## src/lira_pkg.sv

```systemverilog
// shared types and constants for the linear interpolation audio resampler
`timescale 1ns / 1ps
`default_nettype none

package lira_pkg;

   localparam int MAX_CHANNELS = 8;
   localparam int FRAC_BITS    = 16;
   localparam int MAX_RESULTS  = 64;
   localparam int SAMPLE_W     = 16;
   localparam int CHAN_OUT_W   = 3;
   localparam int STEP_W       = 23;
   localparam int CHCNT_W      = 4;
   localparam int FRAMES_W     = 24;
   localparam int CSR_IDX_W    = 2;
   localparam int CSR_DATA_W   = 24;

   localparam logic [STEP_W-1:0]  STEP_RESET  = 23'd65536;
   localparam logic [CHCNT_W-1:0] CHCNT_RESET = 4'd1;

   typedef enum logic [CSR_IDX_W-1:0] {
      CSR_STEP_RATIO    = 2'd0,
      CSR_CHANNEL_COUNT = 2'd1,
      CSR_OUTPUT_FRAMES = 2'd2,
      CSR_BYPASS        = 2'd3
   } csr_index_type;

   typedef struct packed {
      logic signed [SAMPLE_W-1:0] sample_in;
      logic                       final_in;
   } req_word_type;

   typedef struct packed {
      logic signed [SAMPLE_W-1:0] sample_out;
      logic [CHAN_OUT_W-1:0]      chan_out;
      logic                       run_end;
      logic                       stream_done;
   } rsp_word_type;

endpackage

`default_nettype wire

```

## src/linear_interp_audio_resampler.sv

```systemverilog
// linear interpolation audio resampler: sequencer, sample store and output buffer
// an input word passes start, the copy of output 0 if it carries one, then check,
// multiply and lerp per interpolated result, update, read and emit per flush result
// and finish; bypass words pass the bypass and finish states; the sequencer shares
// one multiply unit; results leave via a one-word hold stage and an output register
// reset is synchronous: registers to defaults, stream state and held samples to zero
`timescale 1ns / 1ps
`default_nettype none

module linear_interp_audio_resampler #(
   parameter int MAX_CHANNELS = lira_pkg::MAX_CHANNELS,
   parameter int FRAC_BITS    = lira_pkg::FRAC_BITS
) (
   input  wire logic                                clock,
   input  wire logic                                reset,
   input  wire logic                                req_valid,
   output logic                                     req_ready,
   input  wire lira_pkg::req_word_type              req_data,
   output logic                                     rsp_valid,
   input  wire logic                                rsp_ready,
   output lira_pkg::rsp_word_type                   rsp_data,
   input  wire logic                                csr_we,
   input  wire logic [lira_pkg::CSR_IDX_W-1:0]      csr_index,
   input  wire logic [lira_pkg::CSR_DATA_W-1:0]     csr_wdata
);

   localparam int SW     = lira_pkg::SAMPLE_W;
   localparam int FW     = lira_pkg::FRAMES_W;
   localparam int CH_W   = (MAX_CHANNELS > 1) ? $clog2(MAX_CHANNELS) : 1;
   localparam int NCH_W  = $clog2(MAX_CHANNELS + 1);
   localparam int NW     = (NCH_W > lira_pkg::CHCNT_W) ? NCH_W : lira_pkg::CHCNT_W;
   localparam int PH_W   = FRAC_BITS + 31;
   localparam int CNT_W  = $clog2(lira_pkg::MAX_RESULTS + 1);
   localparam logic [FW-1:0] FRAME_MAX = {FW{1'b1}};

   typedef enum logic [10:0] {
      S_IDLE  = 11'b000_0000_0001,
      S_BYP   = 11'b000_0000_0010,
      S_START = 11'b000_0000_0100,
      S_COPY  = 11'b000_0000_1000,
      S_CHECK = 11'b000_0001_0000,
      S_MUL   = 11'b000_0010_0000,
      S_LERP  = 11'b000_0100_0000,
      S_UPD   = 11'b000_1000_0000,
      S_FRD   = 11'b001_0000_0000,
      S_FEMIT = 11'b010_0000_0000,
      S_FIN   = 11'b100_0000_0000
   } state_type;

   state_type state_ff, state_in;

   logic [lira_pkg::STEP_W-1:0]  step_ratio_ff, step_ratio_in;
   logic [lira_pkg::CHCNT_W-1:0] channel_count_ff, channel_count_in;
   logic [FW-1:0]                output_frames_ff, output_frames_in;
   logic                         bypass_ff, bypass_in;

   logic [PH_W-1:0]   frame_phase_ff, frame_phase_in;
   logic [FW-1:0]     frame_start_count_ff, frame_start_count_in;
   logic [FW-1:0]     in_frame_count_ff, in_frame_count_in;
   logic [CH_W-1:0]   chan_index_ff, chan_index_in;
   logic [PH_W-1:0]   phase_acc_ff, phase_acc_in;
   logic [FW-1:0]     out_count_ff, out_count_in;
   logic [CNT_W-1:0]  cnt_ff, cnt_in;
   logic [CH_W-1:0]   ch_ff, ch_in;
   logic [MAX_CHANNELS-1:0] vld_ff, vld_in;

   logic signed [SW-1:0] cur_ff, cur_in;
   logic signed [SW-1:0] prev_ff, prev_in;
   logic                 is_final_ff, is_final_in;
   logic [CH_W-1:0]      c_ff, c_in;

   logic                   pend_valid_ff, pend_valid_in;
   lira_pkg::rsp_word_type pend_data_ff, pend_data_in;
   logic                   rsp_valid_ff, rsp_valid_in;
   lira_pkg::rsp_word_type rsp_data_ff, rsp_data_in;

   // per-channel sample store
   logic signed [SW-1:0] prev_mem [MAX_CHANNELS];
   logic signed [SW-1:0] rd_data_ff;
   logic                 rd_vld_ff;
   logic [CH_W-1:0]      rd_addr;
   logic                 rd_en;
   logic                 mem_we;

   logic [NW-1:0]        cc_w;
   logic [NW-1:0]        nch;
   logic [NW-1:0]        chan_w;
   logic [CH_W-1:0]      c_comb;
   logic [PH_W-1:0]      step_w;
   logic [PH_W-1:0]      step_sat;
   logic [PH_W-1:0]      end_pos;
   logic                 slot_free;
   logic                 can_go;
   logic                 c_last;
   logic                 ch_last;
   logic                 frame_last;
   logic signed [SW-1:0] held;
   logic signed [SW-1:0] flush_sample;
   logic signed [SW-1:0] lerp_result;
   logic                 mul_en;
   logic                 produce;
   lira_pkg::rsp_word_type new_word;

   lira_lerp #(
      .FRAC_BITS (FRAC_BITS)
   ) u_lerp (
      .clock  (clock),
      .mul_en (mul_en),
      .a      (prev_ff),
      .b      (cur_ff),
      .frac   (phase_acc_ff[FRAC_BITS-1:0]),
      .result (lerp_result)
   );

   // channel count clamped to 1..MAX_CHANNELS, sample channel to the last one
   always_comb begin
      cc_w = NW'(channel_count_ff);
      if (cc_w == '0) begin
         nch = NW'(1);
      end else if (cc_w > NW'(MAX_CHANNELS)) begin
         nch = NW'(MAX_CHANNELS);
      end else begin
         nch = cc_w;
      end
      chan_w = NW'(chan_index_ff);
      if (chan_w >= nch) begin
         c_comb = CH_W'(nch - NW'(1));
      end else begin
         c_comb = chan_index_ff;
      end
   end

   // step saturated to 1/32 .. 64 frames
   always_comb begin
      step_w = PH_W'(step_ratio_ff);
      if (step_w < (PH_W'(1) << (FRAC_BITS - 5))) begin
         step_sat = PH_W'(1) << (FRAC_BITS - 5);
      end else if (step_w > (PH_W'(64) << FRAC_BITS)) begin
         step_sat = PH_W'(64) << FRAC_BITS;
      end else begin
         step_sat = step_w;
      end
   end

   assign end_pos    = PH_W'(in_frame_count_ff) << FRAC_BITS;
   assign slot_free  = !rsp_valid_ff || rsp_ready;
   assign can_go     = !pend_valid_ff || slot_free;
   assign c_last     = (NW'(c_ff) + NW'(1)) >= nch;
   assign ch_last    = (NW'(ch_ff) + NW'(1)) >= nch;
   assign frame_last = ({1'b0, out_count_ff} + (FW + 1)'(1)) == {1'b0, output_frames_ff};

   assign held = rd_vld_ff ? rd_data_ff : '0;
   // flush copy sitting exactly on the last input frame rounds like f = 0
   assign flush_sample = (phase_acc_ff == end_pos && held < 0) ? held + SW'(1) : held;

   assign rd_en   = (state_ff == S_IDLE) || (state_ff == S_FRD);
   assign rd_addr = (state_ff == S_IDLE) ? c_comb : ch_ff;

   always_comb begin
      state_in             = state_ff;
      step_ratio_in        = step_ratio_ff;
      channel_count_in     = channel_count_ff;
      output_frames_in     = output_frames_ff;
      bypass_in            = bypass_ff;
      frame_phase_in       = frame_phase_ff;
      frame_start_count_in = frame_start_count_ff;
      in_frame_count_in    = in_frame_count_ff;
      chan_index_in        = chan_index_ff;
      phase_acc_in         = phase_acc_ff;
      out_count_in         = out_count_ff;
      cnt_in               = cnt_ff;
      ch_in                = ch_ff;
      vld_in               = vld_ff;
      cur_in               = cur_ff;
      prev_in              = prev_ff;
      is_final_in          = is_final_ff;
      c_in                 = c_ff;
      pend_valid_in        = pend_valid_ff;
      pend_data_in         = pend_data_ff;
      rsp_valid_in         = rsp_valid_ff && !rsp_ready;
      rsp_data_in          = rsp_data_ff;
      mem_we               = 1'b0;
      mul_en               = 1'b0;
      produce              = 1'b0;
      new_word             = '0;

      if (csr_we) begin
         unique case (lira_pkg::csr_index_type'(csr_index))
            lira_pkg::CSR_STEP_RATIO:    step_ratio_in    = csr_wdata[lira_pkg::STEP_W-1:0];
            lira_pkg::CSR_CHANNEL_COUNT: channel_count_in = csr_wdata[lira_pkg::CHCNT_W-1:0];
            lira_pkg::CSR_OUTPUT_FRAMES: output_frames_in = csr_wdata[FW-1:0];
            lira_pkg::CSR_BYPASS:        bypass_in        = csr_wdata[0];
            default:                     bypass_in        = bypass_ff;
         endcase
      end

      unique case (state_ff)
         S_IDLE: begin
            if (req_valid) begin
               cur_in      = req_data.sample_in;
               is_final_in = req_data.final_in;
               c_in        = c_comb;
               state_in    = bypass_ff ? S_BYP : S_START;
            end
         end
         S_BYP: begin
            if (can_go) begin
               produce              = 1'b1;
               new_word.sample_out  = cur_ff;
               new_word.chan_out    = lira_pkg::CHAN_OUT_W'(c_ff);
               new_word.stream_done = is_final_ff;
               mem_we               = 1'b1;
               state_in             = S_FIN;
            end
         end
         S_START: begin
            prev_in      = held;
            out_count_in = frame_start_count_ff;
            phase_acc_in = frame_phase_ff;
            cnt_in       = '0;
            if (in_frame_count_ff == '0 && frame_start_count_ff == '0 &&
                output_frames_ff != '0) begin
               state_in = S_COPY;
            end else begin
               state_in = S_CHECK;
            end
         end
         S_COPY: begin
            // output 0 copies input frame 0
            if (can_go) begin
               produce              = 1'b1;
               new_word.sample_out  = cur_ff;
               new_word.chan_out    = lira_pkg::CHAN_OUT_W'(c_ff);
               new_word.stream_done = frame_last && c_last;
               out_count_in         = FW'(1);
               phase_acc_in         = step_sat;
               cnt_in               = CNT_W'(1);
               state_in             = S_CHECK;
            end
         end
         S_CHECK: begin
            if (out_count_ff < output_frames_ff && phase_acc_ff < end_pos &&
                cnt_ff < CNT_W'(lira_pkg::MAX_RESULTS)) begin
               state_in = S_MUL;
            end else begin
               state_in = S_UPD;
            end
         end
         S_MUL: begin
            mul_en   = 1'b1;
            state_in = S_LERP;
         end
         S_LERP: begin
            if (can_go) begin
               produce              = 1'b1;
               new_word.sample_out  = lerp_result;
               new_word.chan_out    = lira_pkg::CHAN_OUT_W'(c_ff);
               new_word.stream_done = frame_last && c_last;
               out_count_in         = out_count_ff + FW'(1);
               phase_acc_in         = phase_acc_ff + step_sat;
               cnt_in               = cnt_ff + CNT_W'(1);
               state_in             = S_CHECK;
            end
         end
         S_UPD: begin
            mem_we = 1'b1;
            if (is_final_ff && out_count_ff < output_frames_ff &&
                cnt_ff < CNT_W'(lira_pkg::MAX_RESULTS)) begin
               ch_in    = '0;
               state_in = S_FRD;
            end else begin
               state_in = S_FIN;
            end
         end
         S_FRD: begin
            state_in = S_FEMIT;
         end
         S_FEMIT: begin
            // flush walks frame by frame over all channels
            if (can_go) begin
               produce              = 1'b1;
               new_word.sample_out  = flush_sample;
               new_word.chan_out    = lira_pkg::CHAN_OUT_W'(ch_ff);
               new_word.stream_done = frame_last && ch_last;
               cnt_in               = cnt_ff + CNT_W'(1);
               if (ch_last) begin
                  ch_in        = '0;
                  out_count_in = out_count_ff + FW'(1);
                  phase_acc_in = phase_acc_ff + step_sat;
               end else begin
                  ch_in = ch_ff + CH_W'(1);
               end
               if ((cnt_ff + CNT_W'(1)) < CNT_W'(lira_pkg::MAX_RESULTS) &&
                   (!ch_last || (out_count_ff + FW'(1)) < output_frames_ff)) begin
                  state_in = S_FRD;
               end else begin
                  state_in = S_FIN;
               end
            end
         end
         S_FIN: begin
            if (can_go) begin
               if (pend_valid_ff) begin
                  rsp_valid_in         = 1'b1;
                  rsp_data_in          = pend_data_ff;
                  rsp_data_in.run_end  = 1'b1;
               end
               pend_valid_in = 1'b0;
               if (is_final_ff) begin
                  frame_phase_in       = '0;
                  frame_start_count_in = '0;
                  in_frame_count_in    = '0;
                  chan_index_in        = '0;
                  phase_acc_in         = '0;
                  out_count_in         = '0;
                  vld_in               = '0;
               end else if (c_last) begin
                  if (!bypass_ff) begin
                     frame_phase_in       = phase_acc_ff;
                     frame_start_count_in = out_count_ff;
                  end
                  if (in_frame_count_ff != FRAME_MAX) begin
                     in_frame_count_in = in_frame_count_ff + FW'(1);
                  end
                  chan_index_in = '0;
               end else begin
                  chan_index_in = c_ff + CH_W'(1);
               end
               state_in = S_IDLE;
            end
         end
         default: begin
            state_in = S_IDLE;
         end
      endcase

      if (mem_we) begin
         vld_in[c_ff] = 1'b1;
      end

      // a new word pushes the held one out, which therefore was not the last
      if (produce) begin
         if (pend_valid_ff) begin
            rsp_valid_in = 1'b1;
            rsp_data_in  = pend_data_ff;
         end
         pend_valid_in = 1'b1;
         pend_data_in  = new_word;
      end
   end

   always_ff @(posedge clock) begin
      if (reset) begin
         state_ff             <= S_IDLE;
         step_ratio_ff        <= lira_pkg::STEP_RESET;
         channel_count_ff     <= lira_pkg::CHCNT_RESET;
         output_frames_ff     <= '0;
         bypass_ff            <= 1'b0;
         frame_phase_ff       <= '0;
         frame_start_count_ff <= '0;
         in_frame_count_ff    <= '0;
         chan_index_ff        <= '0;
         phase_acc_ff         <= '0;
         out_count_ff         <= '0;
         cnt_ff               <= '0;
         ch_ff                <= '0;
         vld_ff               <= '0;
         rd_vld_ff            <= 1'b0;
         pend_valid_ff        <= 1'b0;
         rsp_valid_ff         <= 1'b0;
      end else begin
         state_ff             <= state_in;
         step_ratio_ff        <= step_ratio_in;
         channel_count_ff     <= channel_count_in;
         output_frames_ff     <= output_frames_in;
         bypass_ff            <= bypass_in;
         frame_phase_ff       <= frame_phase_in;
         frame_start_count_ff <= frame_start_count_in;
         in_frame_count_ff    <= in_frame_count_in;
         chan_index_ff        <= chan_index_in;
         phase_acc_ff         <= phase_acc_in;
         out_count_ff         <= out_count_in;
         cnt_ff               <= cnt_in;
         ch_ff                <= ch_in;
         vld_ff               <= vld_in;
         if (rd_en) begin
            rd_vld_ff <= vld_ff[rd_addr];
         end
         pend_valid_ff        <= pend_valid_in;
         rsp_valid_ff         <= rsp_valid_in;
      end
   end

   always_ff @(posedge clock) begin
      cur_ff       <= cur_in;
      prev_ff      <= prev_in;
      is_final_ff  <= is_final_in;
      c_ff         <= c_in;
      pend_data_ff <= pend_data_in;
      rsp_data_ff  <= rsp_data_in;
   end

   always_ff @(posedge clock) begin
      if (mem_we) begin
         prev_mem[c_ff] <= cur_ff;
      end
      if (rd_en) begin
         rd_data_ff <= prev_mem[rd_addr];
      end
   end

   assign req_ready = (state_ff == S_IDLE);
   assign rsp_valid = rsp_valid_ff;
   assign rsp_data  = rsp_data_ff;

   a_idle_no_pend: assert property (@(posedge clock) disable iff (reset)
      req_ready |-> !pend_valid_ff)
      else $error("held word left behind when going idle");

   a_cnt_limit: assert property (@(posedge clock) disable iff (reset)
      cnt_ff <= CNT_W'(lira_pkg::MAX_RESULTS))
      else $error("result count above limit");

   a_start_after_accept: assert property (@(posedge clock) disable iff (reset)
      (req_valid && req_ready && !bypass_ff) |=> (state_ff == S_START))
      else $error("accepted word did not start the sequence");

   a_last_marked: assert property (@(posedge clock) disable iff (reset)
      (state_ff == S_FIN && pend_valid_ff && slot_free) |=> (rsp_valid && rsp_data.run_end))
      else $error("closing word not marked as run end");

endmodule

`default_nettype wire

```

## src/lira_lerp.sv

```systemverilog
// two-stage interpolation unit: registered multiply, then add one half and truncate toward zero
`timescale 1ns / 1ps
`default_nettype none

module lira_lerp #(
   parameter int FRAC_BITS = lira_pkg::FRAC_BITS
) (
   input  wire logic                                 clock,
   input  wire logic                                 mul_en,
   input  wire logic signed [lira_pkg::SAMPLE_W-1:0] a,
   input  wire logic signed [lira_pkg::SAMPLE_W-1:0] b,
   input  wire logic [FRAC_BITS-1:0]                 frac,
   output logic signed [lira_pkg::SAMPLE_W-1:0]      result
);

   localparam int DIFF_W = lira_pkg::SAMPLE_W + 1;
   localparam int PROD_W = FRAC_BITS + DIFF_W + 1;
   localparam int VW     = PROD_W + 1;

   logic signed [DIFF_W-1:0] diff;
   logic signed [PROD_W-1:0] prod_in;
   logic signed [PROD_W-1:0] prod_ff;
   logic signed [VW-1:0]     a_scaled;
   logic signed [VW-1:0]     half;
   logic signed [VW-1:0]     sum;
   logic signed [VW-1:0]     bias;
   logic signed [VW-1:0]     rounded;

   assign diff    = DIFF_W'(b) - DIFF_W'(a);
   assign prod_in = PROD_W'($signed({1'b0, frac}) * diff);

   always_ff @(posedge clock) begin
      if (mul_en) begin
         prod_ff <= prod_in;
      end
   end

   assign a_scaled = VW'(a) <<< FRAC_BITS;
   assign half     = VW'(1) <<< (FRAC_BITS - 1);
   assign sum      = a_scaled + VW'(prod_ff) + half;
   // bias a negative sum so the arithmetic shift truncates toward zero
   assign bias     = sum[VW-1] ? ((VW'(1) <<< FRAC_BITS) - VW'(1)) : '0;
   assign rounded  = (sum + bias) >>> FRAC_BITS;
   assign result   = rounded[lira_pkg::SAMPLE_W-1:0];

endmodule

`default_nettype wire

```

## config.mk

```make
export PLATFORM = sky130hd
export DESIGN_NAME = linear_interp_audio_resampler
export DESIGN_NICKNAME = d
export VERILOG_FILES = /design/src/lira_pkg.sv /design/src/linear_interp_audio_resampler.sv /design/src/lira_lerp.sv
export SDC_FILE = /design/constraint.sdc
export NUM_CORES = 2
export LEC_CHECK = 0
export ABC_AREA = 1
export BUFFER_PORTS_ARGS = -buffer_cell sky130_fd_sc_hd__buf_2
export CORE_UTILIZATION = 41
export DETAILED_ROUTE_END_ITERATION = 8
export PLACE_DENSITY = 0.69
export SLEW_MARGIN = 10
export SYNTH_ARGS = -nofsm -noshare
export SYNTH_HDL_FRONTEND = slang
export SYNTH_SLANG_ARGS = --single-unit
```

## constraint.sdc

```tcl
create_clock -name clock -period 7.9 [get_ports clock]
set_input_delay 1.58 -clock clock [delete_from_list [all_inputs] [get_ports clock]]
set_output_delay 1.58 -clock clock [all_outputs]
set_load 0.05 [all_outputs]
```

==> impl_metrics.py <==
metrics = {
    "worst_hold_path": {
        "min_to": "frame_phase_ff[22]$_SDFFE_PP0P_",
        "min-delay-start": "frame_phase_ff[22]$_SDFFE_PP0P_",
        "hold_depth": 2,
        "holdCritPathClass": "flip-flop to flip-flop",
    },
    "critical_path": {
        "r2r_start": "prev_ff[9]$_DFFE_PP_",
        "worstSetupStartpointType": "flip-flop",
        "cp_slowest_cell": "fa_1",
        "cp_common_cell": "fa_1",
        "path_class": "flip-flop to flip-flop",
        "worst-path-max-fanout": 8,
        "ff2ff_path_depth": 28,
        "cp_data_required_time_ns": 8.26,
        "rrSetupSlack_ns": 0.34,
        "r2r_end": "u_lerp.prod_ff[33]$_DFFE_PP_",
        "crit_path_max_incr_delay_ns": 0.53,
        "crit_path_end_kind": "flip-flop",
        "arrival_worst_endpoint_ns": 7.92,
    },
    "sta": {
        "hold_violation_total_from_the_final_report": 0,
        "relSlewSlack_pct": 20.9,
        "timing.final.crit_share_pct": 95.7,
        "final_setup_violation_count": 0,
        "setup_tns_ns": 0,
        "post-route-worst-setup-slack_ns": 0.341,
        "tightest_slew_ns": 1.19,
        "post-route-min-period_ns": 7.56,
        "finClkSkew_ns": 0.0430,
        "grt_setup_unrepaired": "true",
        "final.hold.worst_slack_ns": 0.463,
        "fmax_ghz": 0.132,
        "slew_viol_final": 0,
    },
    "drt": {
        "dr.pass1.iters": 9,
        "detail_route.vias_per_cell": 5.59,
        "route.detailed.wl_per_inst_um": 19.5,
        "detailroute.via_count": 32982,
        "detail_route.drc_violations": 0,
        "detail-route-antenna-nets": 0,
        "route.final.wire_length_mm": 115,
        "drt_iter0_drc": 3039,
    },
    "logic_synthesis": {
        "ys_dominant_reg_cell": "edfxtp_1",
        "avgSynthCellArea_um2": 8.07,
        "netlist_top_cells_area": "edfxtp_1 (20%), dfxtp_1 (14%), fa_1 (11%)",
        "synth.top_cell.area_share_pct": 20.5,
        "synth_area_leader_cell": "edfxtp_1",
        "synth.yosys.seq_area_share_pct": 34.0,
        "syn_inst": 4629,
        "synthSimpleGateAreaFrac_pct": 20.6,
        "ys_async_sr_fraction_pct": 0,
        "adder_cell_area_share_of_the_yosys_netlist_pct": 21.1,
        "synth.mux.area_fraction_pct": 0.0268,
        "synth-compound-area-share_pct": 13.8,
        "largest_family_of_logic_cells_by_synthesized_area": "adder cells",
        "synth-xor-area-share_pct": 1.87,
        "synth_seq_cells": 508,
        "yosysUniqueCellTypes": 65,
        "synth-edff-count": 255,
        "number_of_warning_messages_in_the_yosys_log": 0,
        "synth_area_um2": 37400,
        "postSynthNetCount": 5180,
    },
    "floorplan": {
        "core_region_area_um2": 90100,
        "floorplan.die_area_um2": 92400,
        "boundaryPins": 71,
        "die_x_um": 304,
        "fp-row-count": 110,
        "dieHeight_um": 304,
        "floorplan.initialDensity_pct": 41.5,
    },
    "clock_network": {
        "clkSlewWorstSetupHoldPaths_ns": 0.06,
        "clock_tree.buffer_depth": 3,
        "clock-root-buffer": "clkbuf_16",
        "clock_latency_ns": 0.64,
        "tritoncts": "yes",
        "numClockSinks": 508,
        "cts-htree-levels": 2,
        "cts_hold_buffers": 0,
        "cts_inserted_buffers": 57,
    },
    "final_layout": {
        "p_r_area_growth_vs_syn_pct": 10.3,
        "total_number_of_nets_in_the_final_design": 5228,
        "most_frequent_cells_in_the_layout": "nand2_1 (769), inv_1 (649), nor2_1 (461), a21oi_1 (430), nand3_1 (300)",
        "layout.cells.non_filler": 5901,
        "share_of_final_layout_standard_cells_stronger_than_drive_strength_1_pct": 7.14,
        "layout_commonest_cell": "nand2_1",
    },
    "global_routing": {
        "antenna_found_initial": 3,
        "global_route.usage.total_pct": 24.7,
        "grt_pass1_vias": 31487,
        "first_pass_grt_wire_length_mm": 180,
        "maximum_number_of_pins_on_one_net_before_global_route_repair": 75,
        "global_route.overflow_total": 0,
    },
    "placed_design": {
        "buffer_ports.inserted": 70,
        "dpl_worst_slack_ns": 0.177,
        "finalWeightedCongestion": 0.985,
        "dp_hpwl_mm": 85.4,
        "placedCellCount": 5789,
    },
    "run": {
        "drv_cap": 0,
    },
    "power_and_ir_drop": {
        "power.ir.vdd_worst_uv": 154,
        "cellPowerDensity_nw_per_um2": 212,
        "total_leakage_power_nw": 18.2,
    },
    "status": {
        "outcome": "finished clean",
    },
}
[worst max-delay path: cells and delay by family, from the launching register on]
kind	cells	cell delay, ns
xor gates and xnor gates	1	0.15
AOI/OAI and AO/OA	3	0.54
and+or+nand+nor	13	2.01
buffers and inverters	3	0.34
DFF	1	0.41
adders and majority gates	8	3.84
[registers in the layout (all words and copies together) (netlist names), 3 cells and up, named ones only]
name / count
output_frames_ff: 24
vld_ff: 8
ch_ff: 3
out_count_ff: 24
in_frame_count_ff: 24
c_ff: 3
frame_start_count_ff: 24
pend_data_ff: 20
prev_mem: 128
frame_phase_ff: 47
prev_ff: 16
state_ff: 11
rd_data_ff: 16
phase_acc_ff: 47
cur_ff: 16
cc_w: 4
u_lerp.prod_ff: 34
step_ratio_ff: 23
chan_index_ff: 3
cnt_ff: 7
[stage by stage]
| step | utilization [%] | cell area [µm²] | total power, mW |
|---|---|---|---|
| after floorplan | - | 37400 | 4.96 |
| after global placement | 43.4 | 39200 | 5.85 |
| after detailed placement | 43.4 | 39200 | 5.88 |
| after CTS | 45.6 | 41100 | 8.70 |
| after global routing | 45.7 | 41200 | 9.18 |
| final | 45.7 | 41200 | 8.73 |
[cells in the mapped netlist, types with 3 or more instances]
cell type and number:
nand2_2 7, nor4_1 39, ha_1 291, nor2_4 4
dfxtp_1 253, nand4_1 70, o22ai_1 20, clkinv_1 7
nor3_1 64, nand3_1 300, fa_1 212, a211oi_1 11
o21bai_1 50, nand3_2 3, or2_2 17, o221ai_1 10
a221oi_1 11, edfxtp_1 255, nor2_2 10, nor3_2 3
a22oi_1 13, o21a_1 13, a21o_1 8, xnor2_1 24
nor2_1 464, nand2_1 770, inv_1 652, buf_2 28
clkbuf_1 129, a31oi_1 41, inv_2 16, a21oi_1 431
nand3b_1 12, xor2_1 56, buf_6 3, o2111ai_1 3
o21ai_0 224, o211ai_1 16, o21ai_1 50
[logic make-up (layout without fill, tap and decap cells)]
| logic type | after synthesis | count (layout) |
|---|---|---|
| flip-flops | 508 | 508 |
| adder cells (fa/ha/maj) | 503 | 503 |
| multiplexers | 1 | 1 |
| buffers and inverters | 838 | 931 |
| other | 0 | 3 |
| XOR/XNOR | 80 | 80 |
| AND/OR/NAND/NOR | 1777 | 1777 |
| AO/OA/AOI/OAI | 922 | 922 |
[worst max-delay path by stage]
stage | from | end | slack, ns
after global placement | cur_ff[1]$_DFFE_PP_ | u_lerp.prod_ff[32]$_DFFE_PP_ | 0.26
after CTS | cur_ff[1]$_DFFE_PP_ | u_lerp.prod_ff[32]$_DFFE_PP_ | 0.14
after detailed placement | cur_ff[1]$_DFFE_PP_ | u_lerp.prod_ff[32]$_DFFE_PP_ | 0.18
after global routing | cur_ff[1]$_DFFE_PP_ | u_lerp.prod_ff[30]$_DFFE_PP_ | -0.13
after floorplan | cur_ff[0]$_DFFE_PP_ | u_lerp.prod_ff[32]$_DFFE_PP_ | 0.41
final | prev_ff[9]$_DFFE_PP_ | u_lerp.prod_ff[33]$_DFFE_PP_ | 0.34
[area by class of cell]
cell class	instances	area (µm²)
multi-input cells	3283	21500
clock buffers	78	1620
well taps	1176	1470
repair buffers	152	972
fillers	8701	48900
flip-flops and latches	508	12700
clock inverters	26	357
inverters	675	2530
diodes	3	7.51
[timing repair]
item,in CTS,in global routing
setup buffers,0,5
endpoints found under the setup margin,0,15
resized for setup,0,16
endpoints found under the hold margin,0,0
[report_power, final]
group	switching, mW	leakage, nW	internal (mW)	total [mW]
sequential	0.187	4.40	2.99	3.17
combinational	1.84	12.8	0.905	2.74
clock	1.15	0.967	1.67	2.81
total	3.17	18.2	5.56	8.73
[per-layer routing]
layer  share of wire (%)  routed length (µm)  vias to the layer above  track usage, %
li1                    -                   -                    15571               -
met1                  43               49600                    15805            34.1
met2                  45               52000                     1350            39.4
met5               0.011                  13                        -               0
met3                 8.0                9260                      254            3.45
met4                 3.7                4250                        2            9.01
(Power assumes the default switching activity.)
